===== src/hdl/ssi_pkg.sv =====
// Shared constants and types for the sorted stream intersection block.
package ssi_pkg;

    localparam int PENDING_DEPTH = 16;
    localparam int TERM_WIDTH    = 64;
    localparam int PORT_TERM_W   = 64;
    localparam int PTR_W         = (PENDING_DEPTH > 1) ? $clog2(PENDING_DEPTH) : 1;
    localparam int CNT_W         = $clog2(PENDING_DEPTH + 1);
    localparam int SUM_W         = CNT_W + 1;

    typedef logic [TERM_WIDTH-1:0] t_term;
    typedef logic [PTR_W-1:0]      t_ptr;
    typedef logic [CNT_W-1:0]      t_cnt;

    typedef enum logic [2:0] {
        ACT_FIRST_ELEM  = 3'd0,
        ACT_SECOND_ELEM = 3'd1,
        ACT_FIRST_END   = 3'd2,
        ACT_SECOND_END  = 3'd3,
        ACT_RESTART     = 3'd4
    } t_action;

    typedef enum logic [1:0] {
        ST_IDLE,
        ST_READ,
        ST_CMP,
        ST_EMIT
    } t_state;

    typedef struct packed {
        t_term value;
        logic  is_match;
        logic  done_res;
        logic  overflow;
    } t_result;

endpackage


===== src/hdl/sorted_stream_intersection.sv =====
// Sorted merge intersection of two tagged, interleaved ascending columns.
// An overflow or a finishing end mark goes from accept straight to EMIT; an element of one
// column that finds waiting elements of the other passes READ then CMP for each waiting
// element inspected, then goes to EMIT on a match or a finishing drain, else back to IDLE.
// A request that neither compares nor posts is done at accept. Posting waits while the
// output register is full. A new request is accepted only in IDLE (o_ready).
// Reset (i_rst_n low, synchronous) clears all control state; memory contents stay undefined.
module sorted_stream_intersection (
    input  logic        i_clk,
    input  logic        i_rst_n,
    // request channel
    input  logic        i_valid,
    output logic        o_ready,
    input  logic [2:0]  i_action,
    input  logic [63:0] i_term,
    // result channel
    output logic        o_valid,
    input  logic        i_ready,
    output logic [63:0] o_match_value,
    output logic        o_is_match,
    output logic        o_done_res,
    output logic        o_overflow
);

    // Pending store: FIFO of elements of one column that still wait for the
    // other column. Single write port, single registered read port at the head.
    ssi_pkg::t_term mem [ssi_pkg::PENDING_DEPTH];
    ssi_pkg::t_term r_rd_data;
    logic           mem_we;
    ssi_pkg::t_ptr  mem_wa;
    ssi_pkg::t_term mem_wd;

    // control state
    ssi_pkg::t_state r_state, n_state;
    logic            r_side, n_side;           // column of waiting elements
    ssi_pkg::t_ptr   r_head, n_head;
    ssi_pkg::t_cnt   r_count, n_count;
    logic            r_first_end, n_first_end;
    logic            r_second_end, n_second_end;
    logic            r_finished, n_finished;

    // request being worked on
    logic            r_req_side, n_req_side;
    ssi_pkg::t_term  r_term, n_term;
    ssi_pkg::t_result r_res, n_res;

    // output register
    logic             r_o_valid, n_o_valid;
    ssi_pkg::t_result r_out, n_out;

    // helpers
    ssi_pkg::t_term   in_term;
    ssi_pkg::t_action in_act;
    logic [ssi_pkg::SUM_W-1:0] push_sum;
    ssi_pkg::t_ptr    push_idx;
    ssi_pkg::t_ptr    head_inc;
    ssi_pkg::t_cnt    count_dec;
    logic             other_ended;
    logic             req_ended;

    assign in_term = i_term[ssi_pkg::TERM_WIDTH-1:0];
    assign in_act  = ssi_pkg::t_action'(i_action);

    // tail slot: head + count, wrapped once (count is below depth when pushing)
    assign push_sum = ssi_pkg::SUM_W'(r_head) + ssi_pkg::SUM_W'(r_count);
    assign push_idx = (push_sum >= ssi_pkg::SUM_W'(ssi_pkg::PENDING_DEPTH))
                    ? ssi_pkg::PTR_W'(push_sum - ssi_pkg::SUM_W'(ssi_pkg::PENDING_DEPTH))
                    : ssi_pkg::PTR_W'(push_sum);
    assign head_inc = (r_head == ssi_pkg::PTR_W'(ssi_pkg::PENDING_DEPTH - 1))
                    ? '0 : r_head + ssi_pkg::PTR_W'(1);
    assign count_dec = r_count - ssi_pkg::CNT_W'(1);

    // in the compare phase the waiting elements belong to the other column
    assign other_ended = r_req_side ? r_first_end : r_second_end;
    assign req_ended   = r_req_side ? r_second_end : r_first_end;

    assign o_ready       = (r_state == ssi_pkg::ST_IDLE);
    assign o_valid       = r_o_valid;
    assign o_match_value = ssi_pkg::PORT_TERM_W'(r_out.value);
    assign o_is_match    = r_out.is_match;
    assign o_done_res    = r_out.done_res;
    assign o_overflow    = r_out.overflow;

    always_ff @(posedge i_clk) begin
        if (mem_we) begin
            mem[mem_wa] <= mem_wd;
        end
        r_rd_data <= mem[r_head];
    end

    always_ff @(posedge i_clk) begin
        if (!i_rst_n) begin
            r_state      <= ssi_pkg::ST_IDLE;
            r_side       <= 1'b0;
            r_head       <= '0;
            r_count      <= '0;
            r_first_end  <= 1'b0;
            r_second_end <= 1'b0;
            r_finished   <= 1'b0;
            r_o_valid    <= 1'b0;
        end else begin
            r_state      <= n_state;
            r_side       <= n_side;
            r_head       <= n_head;
            r_count      <= n_count;
            r_first_end  <= n_first_end;
            r_second_end <= n_second_end;
            r_finished   <= n_finished;
            r_o_valid    <= n_o_valid;
        end
        r_req_side <= n_req_side;
        r_term     <= n_term;
        r_res      <= n_res;
        r_out      <= n_out;
    end

    always_comb begin
        n_state      = r_state;
        n_side       = r_side;
        n_head       = r_head;
        n_count      = r_count;
        n_first_end  = r_first_end;
        n_second_end = r_second_end;
        n_finished   = r_finished;
        n_req_side   = r_req_side;
        n_term       = r_term;
        n_res        = r_res;
        n_o_valid    = r_o_valid;
        n_out        = r_out;
        mem_we       = 1'b0;
        mem_wa       = push_idx;
        mem_wd       = in_term;

        // output register drains independently of the request side
        if (r_o_valid && i_ready) begin
            n_o_valid = 1'b0;
        end

        case (r_state)
            ssi_pkg::ST_IDLE: begin
                if (i_valid) begin
                    n_term     = in_term;
                    n_req_side = i_action[0];
                    n_res      = '0;
                    if (in_act == ssi_pkg::ACT_RESTART) begin
                        n_side       = 1'b0;
                        n_head       = '0;
                        n_count      = '0;
                        n_first_end  = 1'b0;
                        n_second_end = 1'b0;
                        n_finished   = 1'b0;
                    end else if (!r_finished) begin
                        case (in_act)
                            ssi_pkg::ACT_FIRST_ELEM,
                            ssi_pkg::ACT_SECOND_ELEM: begin
                                if (!(i_action[0] ? r_second_end : r_first_end)) begin
                                    if (r_count != '0 && r_side != i_action[0]) begin
                                        // waiting elements of the other column: compare
                                        n_state = ssi_pkg::ST_READ;
                                    end else if (r_count ==
                                                 ssi_pkg::CNT_W'(ssi_pkg::PENDING_DEPTH)) begin
                                        n_res.overflow = 1'b1;
                                        n_state        = ssi_pkg::ST_EMIT;
                                    end else if (r_count == '0) begin
                                        n_side  = i_action[0];
                                        n_head  = '0;
                                        n_count = ssi_pkg::CNT_W'(1);
                                        mem_we  = 1'b1;
                                        mem_wa  = '0;
                                    end else begin
                                        n_count = r_count + ssi_pkg::CNT_W'(1);
                                        mem_we  = 1'b1;
                                    end
                                end
                            end
                            ssi_pkg::ACT_FIRST_END,
                            ssi_pkg::ACT_SECOND_END: begin
                                if (!(i_action[0] ? r_second_end : r_first_end)) begin
                                    if (i_action[0]) begin
                                        n_second_end = 1'b1;
                                    end else begin
                                        n_first_end = 1'b1;
                                    end
                                    // nothing of this column waits: finished
                                    if (r_count == '0 || r_side != i_action[0]) begin
                                        n_finished     = 1'b1;
                                        n_count        = '0;
                                        n_head         = '0;
                                        n_res.done_res = 1'b1;
                                        n_state        = ssi_pkg::ST_EMIT;
                                    end
                                end
                            end
                            default: ;
                        endcase
                    end
                end
            end

            ssi_pkg::ST_READ: begin
                // head entry is read at this edge
                n_state = ssi_pkg::ST_CMP;
            end

            ssi_pkg::ST_CMP: begin
                if (r_rd_data > r_term) begin
                    // incoming element is smaller than the head: drop it
                    n_state = ssi_pkg::ST_IDLE;
                end else begin
                    n_head  = head_inc;
                    n_count = count_dec;
                    if (r_rd_data == r_term) begin
                        n_res.value    = r_term;
                        n_res.is_match = 1'b1;
                        if (count_dec == '0 && other_ended) begin
                            n_finished     = 1'b1;
                            n_count        = '0;
                            n_head         = '0;
                            n_res.done_res = 1'b1;
                        end
                        n_state = ssi_pkg::ST_EMIT;
                    end else if (count_dec == '0 && other_ended) begin
                        // drained an ended column: the element is discarded
                        n_finished     = 1'b1;
                        n_head         = '0;
                        n_res.done_res = 1'b1;
                        n_state        = ssi_pkg::ST_EMIT;
                    end else if (count_dec == '0) begin
                        // store empty: the element starts waiting on its own column
                        n_side  = r_req_side;
                        n_head  = '0;
                        n_count = ssi_pkg::CNT_W'(1);
                        mem_we  = 1'b1;
                        mem_wa  = '0;
                        mem_wd  = r_term;
                        n_state = ssi_pkg::ST_IDLE;
                    end else begin
                        n_state = ssi_pkg::ST_READ;
                    end
                end
                // element of an ended column never reaches here
                if (req_ended) begin
                    n_state = ssi_pkg::ST_IDLE;
                end
            end

            ssi_pkg::ST_EMIT: begin
                if (!r_o_valid || i_ready) begin
                    n_o_valid = 1'b1;
                    n_out     = r_res;
                    n_state   = ssi_pkg::ST_IDLE;
                end
            end

            default: n_state = ssi_pkg::ST_IDLE;
        endcase
    end

endmodule

===== config.mk =====
export PLATFORM = sky130hd
export DESIGN_NAME = sorted_stream_intersection
export DESIGN_NICKNAME = d
export VERILOG_FILES = /design/src/hdl/ssi_pkg.sv /design/src/hdl/sorted_stream_intersection.sv
export SDC_FILE = /design/constraint.sdc
export NUM_CORES = 1
export LEC_CHECK = 0
export ABC_AREA = 0
export BUFFER_PORTS_ARGS = -buffer_cell sky130_fd_sc_hd__buf_4
export CAP_MARGIN = 15
export CORE_ASPECT_RATIO = 0.5
export CORE_UTILIZATION = 55
export DETAILED_ROUTE_END_ITERATION = 8
export PLACE_DENSITY = 0.78
export SYNTH_ARGS = -nofsm -noshare
export SYNTH_HDL_FRONTEND = slang
export SYNTH_SLANG_ARGS = --single-unit

===== constraint.sdc =====
create_clock -name i_clk -period 10.4 [get_ports i_clk]
set_input_delay 1.56 -clock i_clk [delete_from_list [all_inputs] [get_ports i_clk]]
set_output_delay 1.56 -clock i_clk [all_outputs]
set_load 0.01 [all_outputs]

==> results of run 1 <==
routing by layer:
| metal | vias up | routed length, µm | global-route usage (%) |
|---|---|---|---|
| met4 | 2 | 3110 | 7.55 |
| met3 | 214 | 11200 | 5.21 |
| met2 | 1437 | 55200 | 39.6 |
| met1 | 12600 | 42100 | 34.6 |
| li1 | 10000 | - | - |
| met5 | - | 31 | 0.313 |
metrics by stage:
stage / hold WS, ps / power [mW]
2_1_floorplan: 400 / 7.32
3_3_place_gp: 401 / 7.76
3_5_place_dp: 405 / 7.82
4_1_cts: 412 / 11.9
5_1_grt: 418 / 12.2
6_report: 412 / 11.9
area by class of cell:
cell class / instances / area (µm²)
sequential: 1303 / 38300
multi-input combinational: 865 / 10700
tap: 1185 / 1480
fill: 5678 / 33000
timing repair buffer: 182 / 1410
inverter: 80 / 302
clock inverter: 41 / 467
clock buffer: 168 / 3140
antenna: 1 / 2.50
layout by cell type (no fill, tap or decap), types with 5 or more instances in the layout:
| cell | n |
|---|---|
| a211oi_1 | 5 |
| nor2b_1 | 7 |
| clkinv_1 | 6 |
| mux4_2 | 320 |
| nor3_1 | 9 |
| nor2_1 | 80 |
| ha_1 | 72 |
| buf_4 | 178 |
| a31oi_1 | 5 |
| clkbuf_8 | 18 |
| nand2_1 | 103 |
| a21oi_1 | 49 |
| clkinvlp_4 | 6 |
| o211ai_1 | 5 |
| inv_1 | 78 |
| nand3_1 | 20 |
| o22ai_1 | 5 |
| dfxtp_1 | 76 |
| nand2b_1 | 5 |
| edfxtp_1 | 1223 |
| o21ai_1 | 54 |
| nor2_4 | 13 |
| clkbuf_16 | 110 |
| o21ai_0 | 25 |
| or3_1 | 5 |
| nand4_1 | 14 |
| clkbuf_1 | 41 |
| bufinv_16 | 7 |
| clkinv_2 | 16 |
| o21ai_2 | 9 |
power by group through the flow:
stage | sequential (mW) | clock [mW] | combinational (mW)
global route | 6.27 | 4.36 | 1.62
finish | 6.24 | 4.13 | 1.51
global placement | 6.34 | 0 | 1.43
floorplan | 6.32 | 0 | 0.993
detailed placement | 6.35 | 0 | 1.46
CTS | 6.24 | 4.17 | 1.50
worst reg2reg max path, stage by stage (launching register included):
cell	delay (ps)
edfxtp_1	340
inv_1	80
ha_1	330
nand4_1	250
or4_1	670
nor2_1	490
nand3_1	390
nand3_1	320
or3_4	470
buf_4	640
nand2_1	380
nor2_4	760
buf_4	880
flip-flops by register name (all words and copies together), names as in the netlist, 2 cells and up:
signal	cells
r_state	2
r_res	67
r_rd_data	64
mem	1024
r_head	4
r_term	64
r_count	5
o_match_value	64
cells by family after synthesis:
kind of cell | count (synthesis) | share of synthesized area, %
buf+inv | 185 | 1.54
flops | 1303 | 77.2
mux | 324 | 14.6
fa+ha+maj | 73 | 1.85
compound gates | 180 | 2.13
xor+xnor | 5 | 0.0882
simple gates | 283 | 2.58
worst paths after layout:
check / startpoint / endpoint / slack [ps] / cells after the start
max: r_term[38] / mem[10][34] / 3980 / 12
min: r_res[33] / o_match_value[30] / 410 / 0
max reg2reg: r_term[38] / mem[10][34] / 3980 / 12
min reg2reg: r_res[33] / o_match_value[30] / 410 / 0
==> impl_results.md, run 1 <==
* Status: completed
* Flop pwr share at 52.6%
* Final Hold Viols at 0
* Primary FF master, synth: edfxtp_1
* CTS tree: done
* Netlist Area Pre-Place at 49600 µm²
* Setup_tns at 0 ps
* Largest area contributor in the netlist: edfxtp_1
* Hold Buf Count CTS at 0
* Measured slew at the worst slew-check pin at 1160 ps
* Port-buffer cells at 139
* Gate power share at 12.7%
* Synth warn at 0
* Initial Util at 55.9%
* Required time worst endpoint at 10730 ps
* Drt pass-1 iters at 7
* Sw power at 2.88 mW
* Pins Over Slew Limit at 0
* Max Root-Sink Buffers at 3
* Slowest cell on the critical path: buf_4
* I/O pin cnt at 140
* Slowest stage delay, CP at 870 ps
* Number of CTS-inserted buffers at 110
* Post-cts sizing count at 0
* Seq/Total Area, Yosys at 77.2%
* Die width at 427 µm
* Most frequent cells after synthesis: edfxtp_1, mux4_2, nand2_1
* Row cnt at 77
* Yosys reg bits at 1303
* CTS clk-pin slew, worst paths at 70 ps
* PD cells at 213 nW/µm²
* Async SR Flop Fraction at 0%
* Max VDD drop at 149 µV
* Count leader, synth: edfxtp_1
* Die H at 214 µm
* Placed inst area at 52200 µm²
* Area growth, synth to finish at 12.5%
* CP cell instances: inv_1 -> ha_1 -> nand4_1 -> or4_1 -> nor2_1 -> nand3_1 -> nand3_1 -> or3_4 -> buf_4 -> nand2_1 -> nor2_4 -> buf_4
* Clk pwr share at 34.7%
* Design area at 55800 µm²
* DRC at 0
* Non-filler instance count after layout at 3825
* Layout cells sized above 1 at 26.7%
* GRT Overall Usage at 24.8%
* RSZ-0062 raised after global routing: false
* Pre-CTS setup slack at 4240 ps
* Gr ovfl total at 0
* Placeable Area at 88800 µm²
* Top-area cell type share of the netlist area at 74.0%
* Insertion delay to the later sink of the worst-skew pair at 730 ps
* Final Util at 62.9%
* Critical path peak fanout at 60
* Final setup fails at 0
* Max-cap viol count at 0
* Arrival time of the worst setup path at 6750 ps
* DRT antenna net count at 0
* Synth cell types at 60
* Die area at 91500 µm²
* Average size of a mapped cell at 21.1 µm²
* CP delay by family, top: simple AND/OR/NAND/NOR gates
* Via count at 24200
* Routed vias/inst at 6.33
* Worst min-delay path category: register to register
* DPL Wire Length at 56.9 mm
* Wire per inst at 29.2 µm
* GPL Wtd Cong at 0.855
* Initial antenna violation count at 0
* Tmin final at 6420 ps
* Slew margin rel. at 22.6%
* Final #Nets at 2686
* Maximum level of the CTS H-tree at 3
* Largest net degree at the start of global routing at 147
* Leakage at 18.0 nW
* Total setup buffers inserted after CTS at 0
* Vias in the first global route at 24700
* Syn_nets at 2497
* WP buf/inv at 3
* Switching Share at 24.3%
* Top post-synthesis cells by area: edfxtp_1, mux4_2, dfxtp_1
* Post-route clock skew at 37.3 ps
* Drt total wl at 112 mm
* Worst Setup Path Type: register to register
* Crit share post-route at 61.7%
* FMAX at 156 MHz
* Min setup slack post-route at 3980 ps
* Drt initial violations at 3148
* Inst Count DP at 3611
* First-pass GRT wire length at 163 mm
* Crit end category: register
* Clk sinks at 1303
* Clock root buffer: clkbuf_16
* Pint at 8.99 mW
* Mapped Cells at 2353
* Number of flops mapped to enable cells by yosys at 1223
* Startpoint Class: register
No activity file was read; power rests on OpenSTA's default activity.
==> run 2, diff against run 1 <==
--- a/config.mk
+++ b/config.mk
@@ -5,7 +5,7 @@
 export SDC_FILE = /design/constraint.sdc
 export NUM_CORES = 1
 export LEC_CHECK = 0
-export ABC_AREA = 0
+export ABC_AREA = 1
 export BUFFER_PORTS_ARGS = -buffer_cell sky130_fd_sc_hd__buf_4
 export CAP_MARGIN = 15
 export CORE_ASPECT_RATIO = 0.5
==> constraint.sdc (replaced) <==
create_clock -name i_clk -period 6.5 [get_ports i_clk]
set_input_delay 0.975 -clock i_clk [delete_from_list [all_inputs] [get_ports i_clk]]
set_output_delay 0.975 -clock i_clk [all_outputs]
set_load 0.01 [all_outputs]
==> impl_results.md, run 2 <==
* Status: completed
* Placeable Area at 91200 µm²
* RSZ-0062 raised after global routing: false
* Largest reg by FF count: mem
* Clk pwr share at 30.7%
* Async SR Flop Fraction at 0%
* Fill cell count at 6391
* Max VDD drop at 279 µV
* Placed inst area at 53200 µm²
* Max Root-Sink Buffers at 3
* GRT Overall Usage at 25.7%
* Hold Buf Count CTS at 0
* GPL Wtd Cong at 0.848
* DRC at 0
* Largest net degree at the start of global routing at 229
* Worst Setup Path Type: register to register
* Largest registers: mem (1024), r_res (67)
* Insertion delay to the later sink of the worst-skew pair at 720 ps
* Non-filler instance count after layout at 5189
* PD cells at 396 nW/µm²
* Worst min-delay path category: register to register
* Flop pwr share at 46.5%
* Seq/Total Area, Yosys at 75.3%
* Row cnt at 78
* Critical path peak fanout at 69
* Drt pass-1 iters at 5
* Leakage at 19.6 nW
* Top-area cell type share of the netlist area at 72.1%
* CTS clk-pin slew, worst paths at 60 ps
* Layout cells sized above 1 at 10.8%
* Gate power share at 22.8%
* Setup_tns at 0 ps
* Post-cts sizing count at 0
* First-pass GRT wire length at 185 mm
* Flop-to-flop setup slack at 1620 ps
* CTS tree: done
* Largest area contributor in the netlist: edfxtp_1
* Via count at 32200
* Vias in the first global route at 31500
* Final setup fails at 0
* Die area at 93900 µm²
* Crit share post-route at 75.0%
* Multi-input logic area at 11300 µm²
* Most frequent cells in the layout: edfxtp_1, nor2_1, o21ai_0
* Final Hold Viols at 0
* Pwr Total at 22.6 mW
* Maximum level of the CTS H-tree at 3
* Design area at 57100 µm²
* Clock root buffer: clkbuf_16
* Max reg flops at 1024
* Post-route clock skew at 30.9 ps
* Crit end category: register
* Gr ovfl total at 0
* Average size of a mapped cell at 13.5 µm²
* Drt initial violations at 4449
* DRT antenna net count at 0
* Slew margin rel. at 17.7%
* Die H at 217 µm
* Clk sinks at 1303
* Mapped Cells at 3783
* Synth warn at 0
* Inst Count DP at 4966
* Port-buffer cells at 139
* FMAX at 205 MHz
* Number of CTS-inserted buffers at 110
* Hold WS at 419 ps
* Count leader, synth: edfxtp_1
* Switching Share at 31.2%
* Initial antenna violation count at 0
* Syn_nets at 3927
* Pint at 15.5 mW
* Primary FF master, synth: edfxtp_1
* Measured slew at the worst slew-check pin at 1230 ps
* ANT cells at 0
* Most frequent cells after synthesis: edfxtp_1, nor2_1, o21ai_0
* FF/Latch Area at 38300 µm²
* Yosys reg bits at 1303
* Pins Over Slew Limit at 0
* Total setup buffers inserted after CTS at 0
* Startpoint Class: register
* Netlist Area Pre-Place at 50900 µm²
* Drt total wl at 121 mm
* Die width at 432 µm
* Sw power at 7.05 mW
* Most common cell after layout, fill and taps aside: edfxtp_1
* Wire per inst at 23.3 µm
* Synth cell types at 46
* Routed vias/inst at 6.21
* Arrival time of the worst setup path at 5320 ps
* Max-cap viol count at 0
* Final #Nets at 3996
* Required time worst endpoint at 6940 ps
* I/O pin cnt at 140
* Area growth, synth to finish at 12.2%
* Number of flops mapped to enable cells by yosys at 1223
* DPL Wire Length at 63.9 mm
* Tmin final at 4880 ps
* Initial Util at 55.8%
* Top post-synthesis cells by area: edfxtp_1, o21ai_0, nor2_1
## run 2: power groups by stage
stage	combinational, mW	clock [mW]	sequential, mW
after global placement	4.83	0	10.6
final	5.16	6.93	10.5
after floorplan	3.42	0	10.5
after global routing	5.64	7.31	10.6
after CTS	5.09	6.97	10.5
after detailed placement	5.01	0	10.7
## run 2: cell families after synthesis
| logic type | count (synthesis) | synth area share [%] |
|---|---|---|
| AOI/OAI and AO/OA | 966 | 11.5 |
| xor gates and xnor gates | 7 | 0.120 |
| and+or+nand+nor | 1059 | 8.42 |
| DFF | 1303 | 75.3 |
| buffers and inverters | 375 | 2.88 |
| adders and majority gates | 73 | 1.81 |
## run 2: worst max-delay path: stages, from the launching register on
cell      delay [ps]
edfxtp_1         320
inv_1             60
ha_1             300
nand2_1           70
nor2_1           150
nand3_1          130
nor2_1           550
nand2_1          230
nor2_4           260
nor3_4            80
nand4_4          180
buf_4            580
nand2_1          150
nand3_1          160
clkinv_2         780
buf_4            550
## run 2: per-stage QoR
step	worst slack, ps	util [%]
2_1_floorplan	-225	-
3_3_place_gp	1780	58.4
3_5_place_dp	1710	58.4
4_1_cts	1660	62.5
5_1_grt	1140	62.7
6_report	1620	62.7
## run 2: cell type report
| cell class | instances | area share (%) |
|---|---|---|
| Inverter | 136 | 0.925 |
| Sequential cell | 1303 | 67.1 |
| Clock inverter | 66 | 1.39 |
| Multi-Input combinational cell | 2105 | 19.7 |
| Tap cell | 1240 | 2.72 |
| Timing Repair Buffer | 196 | 2.84 |
| Clock buffer | 143 | 5.29 |
## run 2: final timing paths
check | endpoint | from | cells past startpoint
min | o_match_value[4] | r_res[7] | 0
min reg2reg | o_match_value[4] | r_res[7] | 0
max | mem[0][14] | r_term[47] | 15
max reg2reg | mem[0][14] | r_term[47] | 15
## run 2: per-layer routing
metal  global-route usage (%)  part of all wire [%]
met1                     36.8                    41
met2                     40.1                    47
met3                     4.85                    10
met4                     8.09                   2.5
met5                        0                     0
